==> config.mk <==
export PLATFORM = sky130hd
export DESIGN_NAME = ufhpc_seq
export DESIGN_NICKNAME = d
export VERILOG_FILES = /design/src/rtl/ufhpc_pkg.sv /design/src/rtl/ufhpc_seq.sv
export SDC_FILE = /design/constraint.sdc
export NUM_CORES = 1
export LEC_CHECK = 0
export ABC_AREA = 1
export BUFFER_PORTS_ARGS = -buffer_cell sky130_fd_sc_hd__buf_2
export CAP_MARGIN = 5
export CORE_ASPECT_RATIO = 1.75
export CORE_MARGIN = 2
export CORE_UTILIZATION = 30
export DETAILED_ROUTE_END_ITERATION = 10
export GPL_ROUTABILITY_DRIVEN = 0
export PLACE_DENSITY_LB_ADDON = 0.25
export SLEW_MARGIN = 5
export SYNTH_ARGS = -nofsm -noshare
export SYNTH_HDL_FRONTEND = slang
export SYNTH_SLANG_ARGS = --single-unit
==> constraint.sdc <==
create_clock -name i_clk -period 3.8 [get_ports i_clk]
set_clock_uncertainty 0.15 [all_clocks]
set_input_delay 0 -clock i_clk [delete_from_list [all_inputs] [get_ports i_clk]]
set_output_delay 0 -clock i_clk [all_outputs]
set_load 0.02 [all_outputs]
==> src/rtl/ufhpc_pkg.sv <==
// ufhpc_pkg: shared types, constants and the microcode rom of the union-find block
// no dependencies; used by every other file of the block but ufhpc_out_if
`default_nettype none

package ufhpc_pkg;

    localparam int unsigned COUNT_W  = 11;
    localparam int unsigned INDEX_W  = 10;
    localparam int unsigned HEIGHT_W = 4;

    localparam logic [COUNT_W-1:0]  COUNT_RESET = 11'd1024;
    localparam logic [HEIGHT_W-1:0] HEIGHT_ONE  = 4'd1;
    localparam logic [HEIGHT_W-1:0] HEIGHT_MAX  = 4'd15;

    // program steps
    typedef enum logic [3:0] {
        ST_CLEAR,
        ST_IDLE,
        ST_CHECK,
        ST_WALK_A,
        ST_SET_CA,
        ST_COMP_A,
        ST_SET_B,
        ST_WALK_B,
        ST_SET_CB,
        ST_COMP_B,
        ST_SAME,
        ST_HEIGHT,
        ST_LINK,
        ST_PUSH
    } t_step;

    // walk pointer source
    typedef enum logic [2:0] {
        XS_HOLD,
        XS_A,
        XS_B,
        XS_RDATA,
        XS_INC
    } t_xsel;

    // parent table read address source
    typedef enum logic [1:0] {
        RS_A,
        RS_B,
        RS_RDATA
    } t_rsel;

    // table write kind
    typedef enum logic [1:0] {
        WS_NONE,
        WS_CLEAR,
        WS_COMPRESS,
        WS_LINK
    } t_wsel;

    // jump conditions
    typedef enum logic [2:0] {
        CN_NEVER,
        CN_ACCEPT,
        CN_ERR,
        CN_AT_ROOT,
        CN_X_ROOT,
        CN_NO_LINK,
        CN_LAST,
        CN_OUT_FREE
    } t_cond;

    typedef struct packed {
        t_xsel x_sel;
        t_rsel rd_sel;
        t_wsel wr_sel;
        logic  root_ld;
        logic  ra_ld;
        logic  rb_ld;
        logic  same_ld;
        logic  hra_ld;
        logic  hrd_rb;
        logic  load_in;
        logic  ready;
        logic  push;
        t_cond cond;
        logic  hold;
        t_step target;
    } t_ctrl;

    typedef struct packed {
        logic accept;
        logic err;
        logic at_root;
        logic x_root;
        logic no_link;
        logic last;
        logic out_free;
    } t_status;

    typedef struct packed {
        logic same_set;
        logic merged;
        logic range_error;
    } t_result;

    // microcode rom: one control word per step
    function automatic t_ctrl ucode(input t_step step);
        t_ctrl c;
        c.x_sel   = XS_HOLD;
        c.rd_sel  = RS_A;
        c.wr_sel  = WS_NONE;
        c.root_ld = 1'b0;
        c.ra_ld   = 1'b0;
        c.rb_ld   = 1'b0;
        c.same_ld = 1'b0;
        c.hra_ld  = 1'b0;
        c.hrd_rb  = 1'b0;
        c.load_in = 1'b0;
        c.ready   = 1'b0;
        c.push    = 1'b0;
        c.cond    = CN_NEVER;
        c.hold    = 1'b0;
        c.target  = ST_IDLE;
        unique case (step)
            ST_CLEAR: begin
                c.wr_sel = WS_CLEAR;
                c.x_sel  = XS_INC;
                c.cond   = CN_LAST;
                c.hold   = 1'b1;
                c.target = ST_IDLE;
            end
            ST_IDLE: begin
                c.ready   = 1'b1;
                c.load_in = 1'b1;
                c.cond    = CN_ACCEPT;
                c.hold    = 1'b1;
                c.target  = ST_CHECK;
            end
            ST_CHECK: begin
                c.x_sel  = XS_A;
                c.rd_sel = RS_A;
                c.cond   = CN_ERR;
                c.target = ST_PUSH;
            end
            ST_WALK_A: begin
                c.x_sel   = XS_RDATA;
                c.rd_sel  = RS_RDATA;
                c.root_ld = 1'b1;
                c.cond    = CN_AT_ROOT;
                c.hold    = 1'b1;
                c.target  = ST_SET_CA;
            end
            ST_SET_CA: begin
                c.x_sel  = XS_A;
                c.rd_sel = RS_A;
                c.ra_ld  = 1'b1;
            end
            ST_COMP_A: begin
                c.x_sel  = XS_RDATA;
                c.rd_sel = RS_RDATA;
                c.wr_sel = WS_COMPRESS;
                c.cond   = CN_X_ROOT;
                c.hold   = 1'b1;
                c.target = ST_SET_B;
            end
            ST_SET_B: begin
                c.x_sel  = XS_B;
                c.rd_sel = RS_B;
            end
            ST_WALK_B: begin
                c.x_sel   = XS_RDATA;
                c.rd_sel  = RS_RDATA;
                c.root_ld = 1'b1;
                c.cond    = CN_AT_ROOT;
                c.hold    = 1'b1;
                c.target  = ST_SET_CB;
            end
            ST_SET_CB: begin
                c.x_sel  = XS_B;
                c.rd_sel = RS_B;
                c.rb_ld  = 1'b1;
            end
            ST_COMP_B: begin
                c.x_sel  = XS_RDATA;
                c.rd_sel = RS_RDATA;
                c.wr_sel = WS_COMPRESS;
                c.cond   = CN_X_ROOT;
                c.hold   = 1'b1;
                c.target = ST_SAME;
            end
            ST_SAME: begin
                c.same_ld = 1'b1;
                c.hrd_rb  = 1'b0;
                c.cond    = CN_NO_LINK;
                c.target  = ST_PUSH;
            end
            ST_HEIGHT: begin
                c.hra_ld = 1'b1;
                c.hrd_rb = 1'b1;
            end
            ST_LINK: begin
                c.wr_sel = WS_LINK;
            end
            ST_PUSH: begin
                c.push   = 1'b1;
                c.cond   = CN_OUT_FREE;
                c.hold   = 1'b1;
                c.target = ST_IDLE;
            end
            default: begin
                c.cond   = CN_OUT_FREE;
                c.target = ST_IDLE;
            end
        endcase
        return c;
    endfunction

endpackage

`default_nettype wire

==> src/rtl/ufhpc_seq.sv <==
// ufhpc_seq: step counter, microcode lookup and conditional jumps
// depends on ufhpc_pkg (step enum, control word, rom)
`default_nettype none

module ufhpc_seq (
    input  wire logic               i_clk,
    input  wire logic               i_rst_n,
    input  wire ufhpc_pkg::t_status i_status,
    output ufhpc_pkg::t_ctrl        o_ctrl
);

    ufhpc_pkg::t_step r_step;
    ufhpc_pkg::t_step n_step;
    logic             cond_hit;

    // control word of the current step
    always_comb begin
        o_ctrl = ufhpc_pkg::ucode(r_step);
    end

    always_comb begin
        unique case (o_ctrl.cond)
            ufhpc_pkg::CN_NEVER:    cond_hit = 1'b0;
            ufhpc_pkg::CN_ACCEPT:   cond_hit = i_status.accept;
            ufhpc_pkg::CN_ERR:      cond_hit = i_status.err;
            ufhpc_pkg::CN_AT_ROOT:  cond_hit = i_status.at_root;
            ufhpc_pkg::CN_X_ROOT:   cond_hit = i_status.x_root;
            ufhpc_pkg::CN_NO_LINK:  cond_hit = i_status.no_link;
            ufhpc_pkg::CN_LAST:     cond_hit = i_status.last;
            ufhpc_pkg::CN_OUT_FREE: cond_hit = i_status.out_free;
            default:                cond_hit = 1'b0;
        endcase
    end

    // jump on condition, else hold or fall through
    always_comb begin
        priority if (cond_hit) begin
            n_step = o_ctrl.target;
        end else if (o_ctrl.hold) begin
            n_step = r_step;
        end else begin
            n_step = ufhpc_pkg::t_step'(r_step + 4'd1);
        end
    end

    always_ff @(posedge i_clk) begin
        if (!i_rst_n) begin
            r_step <= ufhpc_pkg::ST_CLEAR;
        end else begin
            r_step <= n_step;
        end
    end

endmodule

`default_nettype wire

==> results of run 1 <==
[logic make-up (layout without fill, tap and decap cells)]
group	after synthesis	after routing	synth area share [%]
flops	4	4	10.0
compound gates	7	7	4.69
fa+ha+maj	4	4	6.25
simple gates	72	72	59.1
buf+inv	30	62	17.8
xor+xnor	2	2	2.19
[worst max-delay path: stages (launching register included)]
cell and delay (ps):
sky130_fd_sc_hd__dfxtp_1 720, sky130_fd_sc_hd__inv_6 80, sky130_fd_sc_hd__nand3_2 120, sky130_fd_sc_hd__nand2_4 100, sky130_fd_sc_hd__nor2_8 140, sky130_fd_sc_hd__inv_2 50, sky130_fd_sc_hd__nor3_2 290, sky130_fd_sc_hd__nand4_1 170
sky130_fd_sc_hd__xor2_1 210, sky130_fd_sc_hd__nand2_1 70, sky130_fd_sc_hd__a21oi_1 140
[how the worst max path moves through the flow]
stage | end | slack (ps) | depth (start not counted)
floorplan | r_step[0]$_SDFFE_PN0P_ | 1470 | 9
global placement | r_step[3]$_SDFFE_PN0P_ | 1520 | 10
detailed placement | r_step[3]$_SDFFE_PN0P_ | 1540 | 10
CTS | r_step[3]$_SDFFE_PN0P_ | 1490 | 10
global route | r_step[3]$_SDFFE_PN0P_ | 1330 | 10
finish | r_step[3]$_SDFFE_PN0P_ | 1480 | 10
[cells in the final DEF, fill, tap and decap left out]
cell                             n
sky130_fd_sc_hd__buf_2          32
sky130_fd_sc_hd__nand2_1        21
sky130_fd_sc_hd__inv_1          19
sky130_fd_sc_hd__nand3_1        12
sky130_fd_sc_hd__nand2_2         9
sky130_fd_sc_hd__nand3_2         9
sky130_fd_sc_hd__inv_2           5
sky130_fd_sc_hd__a21oi_1         5
sky130_fd_sc_hd__nor2_1          4
sky130_fd_sc_hd__ha_1            4
sky130_fd_sc_hd__dfxtp_1         4
sky130_fd_sc_hd__nand2_4         3
sky130_fd_sc_hd__clkbuf_8        3
sky130_fd_sc_hd__nor2_8          2
sky130_fd_sc_hd__nor3_1          2
sky130_fd_sc_hd__nor2_2          2
sky130_fd_sc_hd__nor3_2          2
sky130_fd_sc_hd__nand3b_1        2
sky130_fd_sc_hd__nand4_1         2
sky130_fd_sc_hd__xor2_1          2
sky130_fd_sc_hd__inv_4           1
sky130_fd_sc_hd__inv_6           1
sky130_fd_sc_hd__nor2_4          1
sky130_fd_sc_hd__nand3_4         1
sky130_fd_sc_hd__o31ai_1         1
sky130_fd_sc_hd__o21ai_1         1
sky130_fd_sc_hd__dlygate4sd3_1   1
[metrics by stage]
| step | worst slack (ps) | utilization (%) | hold slack (ps) | cells | cell area (um2) |
|---|---|---|---|---|---|
| finish | 1480 | 39.9 | 211 | 177 | 1010 |
| global route | 1330 | 39.9 | 274 | 177 | 1010 |
| CTS | 1490 | 39.9 | 216 | 177 | 1010 |
| detailed placement | 1540 | 37.9 | 132 | 173 | 956 |
| global placement | 1520 | 37.9 | 127 | 173 | 956 |
| floorplan | 1470 | - | 20.6 | 119 | 801 |
[cell usage after synthesis (3+ instances only)]
library cell | count | area share, %
sky130_fd_sc_hd__dfxtp_1 | 4 | 10
sky130_fd_sc_hd__nand2_2 | 9 | 7.0
sky130_fd_sc_hd__nand3_2 | 9 | 11
sky130_fd_sc_hd__nand3_1 | 12 | 7.5
sky130_fd_sc_hd__ha_1 | 4 | 6.3
sky130_fd_sc_hd__nand2_1 | 21 | 9.8
sky130_fd_sc_hd__a21oi_1 | 5 | 3.1
sky130_fd_sc_hd__inv_1 | 19 | 8.9
sky130_fd_sc_hd__inv_2 | 5 | 2.3
sky130_fd_sc_hd__nor2_1 | 4 | 1.9
sky130_fd_sc_hd__nand2_4 | 3 | 4.2
[metal layers]
metal / up-vias / track usage (%)
met5: - / 0
met4: 0 / 4.04
met3: 2 / 1.74
met2: 28 / 26.6
met1: 390 / 15.7
li1: 437 / -
[cell type report]
class	instances	share of cell area (%)
Multi-Input combinational cell	85	57.4
Sequential cell	4	7.95
Inverter	26	10.4
Tap cell	26	3.23
Clock buffer	3	4.10
Timing Repair Buffer	33	16.9
==> implementation parameters, run 1 <==
Parameter                              Value

Logic synthesis
  FF+latch count, synth ... 4
  Asr flop ratio synth ... 0%
  Number of enable-type register cells in the synthesized netlist ... 0
  Combined area of all synthesized cells ... 801 um2
  Mean post-synth cell area ... 6.73 um2
  Netlist cell types ... 26
  Primary flip-flop cell chosen by synthesis mapping ... sky130_fd_sc_hd__dfxtp_1
  Yosys warning total ... 0
  Sequential cell area fraction in the yosys report ... 10.0%
  Synthesized net count ... 132
  Synthesized netlist cell count ... 119

Die
  Top-level I/O count ... 33
  Standard cell core area ... 2520 um2
  Die Span Y ... 72.3 um
  Site row count ... 24
  Horizontal extent of the die ... 43.1 um
  Area of the die ... 3110 um2
  Initial core utilization ... 31.7%

Routing
  Via total after detailed routing ... 857
  Metal-1 WL ... 842 um
  Number of design-rule violations left by the first detailed-router iteration ... 13
  Post-detailed-route count of antenna-violating nets ... 0
  Average wire length per cell after detail routing ... 11.8 um
  Residual DRC count ... 0
  Count of TritonRoute iterations in the first routing pass ... 2
  Final Routed Wirelength ... 2080 um
  Met2 Wirelength ... 1110 um
  Highest metal layer used by the detailed router ... met4
  Met3 wire length ... 113 um
  Vias per cell ... 4.84

CTS
  Clock tree from TritonCTS ... built
  CTS Hold Bufs ... 1
  Maximum root-to-sink buffer count ... 2
  Setup Fix Bufs, Post-CTS ... 0
  Worst skew pair latency ... 220 ps
  Number of H-tree levels ... 1
  Reg clk slew, reported paths ... 30 ps
  Cell at the root of the clock tree ... sky130_fd_sc_hd__clkbuf_8
  Clock sinks ... 4
  Number of instances resized during post-cts repair ... 0
  TritonCTS buffer count ... 3

Setup path
  Worst path arrival time ... 2320 ps
  Largest fanout on the critical path ... 10
  Reg-to-reg startpoint ... r_step[2]$_SDFFE_PN0P_
  Critical Path End Type ... register
  Reg2Reg Capture Point ... r_step[3]$_SDFFE_PN0P_
  Startpoint type of the worst setup path ... register
  Origin of the worst setup path ... r_step[2]$_SDFFE_PN0P_
  Logic depth of the worst register-to-register path ... 10
  Required @ worst endpoint ... 3800 ps
  Critical setup path kind ... reg -> reg
  R2R setup slack ... 1480 ps

Timing
  Number of max-slew violations in the final report ... 0
  Clock period minus final worst setup slack ... 2320 ps
  Number of hold-slack violations in the final timing report ... 0
  Relative slew slack ... 57.5%
  Maximum clock frequency ... 430 MHz
  Worst Tran Pin Value ... 637 ps
  Total setup violations reported at the end of the flow ... 0
  Setup Total Neg Slack ... 0 ps
  Fraction of the cycle the final worst path needs ... 61.1%
  Unrepaired setup endpoints after global routing ... false

Global routing
  Global route total overflow ... 0
  Number of antenna violations at the first check in global routing ... 0
  Wire length of the first global-routing pass ... 3480 um
  Via count of the first global-routing pass ... 827
  Total routing resource utilization after global routing ... 14.0%
  Maximum number of pins on one net before global-route repair ... 11

Worst hold path
  Hold EP ... r_step[2]$_SDFFE_PN0P_
  Worst hold path startpoint ... i_status[0]
  Depth of the worst hold-timing path ... 8
  Path type of the worst min-delay path ... in -> reg

Layout
  Share of layout cells above drive strength 1 ... 47.0%
  Biggest registers after layout ... r_step x4
  Area overhead of the layout relative to synthesis ... 25.8%
  Area taken by flip-flops and latches ... 80.1 um2
  Number of nets in the layout ... 166
  Register with the most flip-flops ... r_step
  Total area of multi-input combinational cells ... 578 um2
  Max FFs per register ... 4
  Filler instances ... 300
  Antenna cell count ... 0

Place
  Count of input and output buffers ... 32
  DP Wirelength ... 1790 um

Status
  Status ... completed

Run
  Count of maximum capacitance violations ... 0
Power of run 1 is not shown: default switching activity piles up to over one toggle a cycle in this logic, so the estimate is an artifact.
==> inputs of run 2 (changes only) <==
==> constraint.sdc (replaced) <==
create_clock -name i_clk -period 2.35 [get_ports i_clk]
set_clock_uncertainty 0.15 [all_clocks]
set_input_delay 0 -clock i_clk [delete_from_list [all_inputs] [get_ports i_clk]]
set_output_delay 0 -clock i_clk [all_outputs]
set_load 0.02 [all_outputs]
==> run 2 against run 1 <==
Fmax is 8.1% higher. Sequential share of layout area is 0.10 points lower. Register-to-register slack worse by 1300 ps.
==> implementation parameters, run 2 (synthesis gave the netlist of run 1 again) <==
Parameter                              Value

Status
  Status ... completed (unchanged)

Place
  DP Wirelength ... 1840 um (was 1790 um)
  Cell Area, Placed ... 978 um2 (was 956 um2)
  Placed instance count ... 176 (was 173)
  Count of input and output buffers ... 32 (unchanged)

Layout
  Area of all placed cells without fillers ... 1040 um2 (was 1010 um2)
  Share of layout cells above drive strength 1 ... 50.0% (was 47.0%)
  Area overhead of the layout relative to synthesis ... 29.4% (was 25.8%)
  Filler instances ... 283 (was 300)
  Biggest registers after layout ... r_step x4 (unchanged)
  Antenna cell count ... 0 (unchanged)
  Filler-free cell count of the finished design ... 180 (was 177)
  Most frequent cells in the layout ... sky130_fd_sc_hd__buf_2 (32), sky130_fd_sc_hd__nand2_1 (21), sky130_fd_sc_hd__inv_1 (19) (unchanged)
  Leading cell type in the layout, fill and taps excluded ... sky130_fd_sc_hd__buf_2 (unchanged)
  Core utilization of the finished layout ... 41.1% (was 39.9%)
  Max FFs per register ... 4 (unchanged)
  Number of nets in the layout ... 169 (was 166)
  Register with the most flip-flops ... r_step (unchanged)

Global routing
  Maximum number of pins on one net before global-route repair ... 11 (unchanged)
  Total routing resource utilization after global routing ... 15.2% (was 14.0%)
  Number of antenna violations at the first check in global routing ... 0 (unchanged)
  Via count of the first global-routing pass ... 896 (was 827)
  Wire length of the first global-routing pass ... 3730 um (was 3480 um)
  Global route total overflow ... 0 (unchanged)

Worst hold path
  Worst hold path startpoint ... i_status[0] (unchanged)
  Depth of the worst hold-timing path ... 8 (unchanged)
  Hold EP ... r_step[2]$_SDFFE_PN0P_ (unchanged)
  Path type of the worst min-delay path ... in -> reg (unchanged)

Routing
  Final Routed Wirelength ... 2120 um (was 2080 um)
  Vias per cell ... 4.77 (was 4.84)
  Number of design-rule violations left by the first detailed-router iteration ... 14 (was 13)
  Count of TritonRoute iterations in the first routing pass ... 4 (was 2)
  Via total after detailed routing ... 859 (was 857)
  Post-detailed-route count of antenna-violating nets ... 0 (unchanged)
  Average wire length per cell after detail routing ... 11.8 um (about the same)
  Residual DRC count ... 0 (unchanged)

Die
  Initial core utilization ... 31.7% (unchanged)
  Site row count ... 24 (unchanged)
  Horizontal extent of the die ... 43.1 um (unchanged)
  Area of the die ... 3110 um2 (unchanged)
  Top-level I/O count ... 33 (unchanged)
  Die Span Y ... 72.3 um (unchanged)
  Standard cell core area ... 2520 um2 (unchanged)

Timing
  Relative slew slack ... 77.0% (was 57.5%)
  Clock period minus final worst setup slack ... 2150 ps (was 2320 ps)
  Number of max-slew violations in the final report ... 0 (unchanged)
  Setup Total Neg Slack ... 0 ps (unchanged)
  Total setup violations reported at the end of the flow ... 0 (unchanged)
  Number of hold-slack violations in the final timing report ... 0 (unchanged)
  Maximum clock frequency ... 465 MHz (was 430 MHz)
  Fraction of the cycle the final worst path needs ... 91.4% (was 61.1%)
  Unrepaired setup endpoints after global routing ... false (unchanged)
  Worst Tran Pin Value ... 343 ps (was 637 ps)

Setup path
  Critical setup path kind ... reg -> reg (unchanged)
  Most frequent CP cell ... sky130_fd_sc_hd__nand2_2
  Logic depth of the worst register-to-register path ... 13 (was 10)
  Crit-path slowest cell ... sky130_fd_sc_hd__dfxtp_1 (unchanged)
  Worst path arrival time ... 2130 ps (was 2320 ps)
  Cell chain of the critical path ... inv_1 > ha_2 > nand2_2 > nand2_2 > nor2_2 > nand3_4 > nand2_2 > nand3_1 > nand2_2 > nand2_4 > nand2_1 > nand2_1 > a21oi_1 (was inv_6 > nand3_2 > nand2_4 > nor2_8 > inv_2 > nor3_2 > nand4_1 > xor2_1 > nand2_1 > a21oi_1)
  Required @ worst endpoint ... 2340 ps (was 3800 ps)
  Critical Path End Type ... register (unchanged)
  Reg2Reg Capture Point ... r_step[1]$_SDFFE_PN0P_ (was r_step[3]$_SDFFE_PN0P_)
  Peak per-stage delay on the critical path ... 410 ps (was 720 ps)
  Startpoint type of the worst setup path ... register (unchanged)
  Largest fanout on the critical path ... 7 (was 10)
  Reg-to-reg startpoint ... r_step[0]$_SDFFE_PN0P_ (was r_step[2]$_SDFFE_PN0P_)
  R2R setup slack ... 200 ps (was 1480 ps)

CTS
  Clock tree from TritonCTS ... built (unchanged)
  Reg clk slew, reported paths ... 30 ps (about the same)
  Worst skew pair latency ... 210 ps (was 220 ps)
  Maximum root-to-sink buffer count ... 2 (unchanged)
  Number of H-tree levels ... 1 (unchanged)
  Cell at the root of the clock tree ... sky130_fd_sc_hd__clkbuf_8 (unchanged)
  TritonCTS buffer count ... 3 (unchanged)
  Clock sinks ... 4 (unchanged)

Run
  Count of maximum capacitance violations ... 0 (unchanged)
[run 2: changes by cell type in the layout (fill, tap and decap cells not counted)]
cell / delta
sky130_fd_sc_hd__dfxtp_1: -1
sky130_fd_sc_hd__dfxtp_2: +1
sky130_fd_sc_hd__ha_1: -2
sky130_fd_sc_hd__ha_2: +2
sky130_fd_sc_hd__buf_4: +3
[run 2: critical path: cells and delay by family (launching register included)]
family / cells / cell delay, ps
fa+ha+maj: 1 / 240
buf+inv: 1 / 120
compound gates: 1 / 120
simple gates: 10 / 1020
flops: 1 / 410
[run 2: how the worst max path moves through the flow]
stage / from / to / slack (ps) / cells past startpoint
after global placement: r_step[0]$_SDFFE_PN0P_ / r_step[1]$_SDFFE_PN0P_ / 170 / 13
final: r_step[0]$_SDFFE_PN0P_ / r_step[1]$_SDFFE_PN0P_ / 200 / 13
after detailed placement: r_step[0]$_SDFFE_PN0P_ / r_step[0]$_SDFFE_PN0P_ / 160 / 15
after global routing: r_step[0]$_SDFFE_PN0P_ / r_step[1]$_SDFFE_PN0P_ / 6 / 15
after floorplan: r_step[0]$_SDFFE_PN0P_ / r_step[0]$_SDFFE_PN0P_ / 20 / 9
after CTS: r_step[0]$_SDFFE_PN0P_ / r_step[1]$_SDFFE_PN0P_ / 130 / 15
[run 2: cell type report]
| cell class | count | area (um2) | area share [%] |
|---|---|---|---|
| sequential | 4 | 81.3 | 7.85 |
| inverter | 26 | 105 | 10.1 |
| tap | 26 | 32.5 | 3.14 |
| multi-input combinational | 85 | 583 | 56.3 |
| timing repair buffer | 36 | 193 | 18.6 |
| clock buffer | 3 | 41.3 | 3.99 |
[run 2: timing repair]
action / CTS / global route
endpoints found under the setup margin: 0 / 5
hold buffers: 1 / 0
setup buffers: 0 / 0
endpoints found under the hold margin: 4 / 0
gates resized for setup: 0 / 3
[run 2: routing by layer]
layer	track usage (%)	share of wire, %	vias to the layer above
li1	-	-	444
met1	14.3	37	390
met2	31.1	58	25
met3	2.24	5.1	0
met4	5.72	0	0
met5	0	0	-
[run 2: metrics by stage]
stage	hold WS, ps	setup slack (ps)
finish	216	201
global route	290	5.98
CTS	212	132
detailed placement	147	161
global placement	134	175
floorplan	20.6	21.9
Power of run 2 is left out for the same reason.
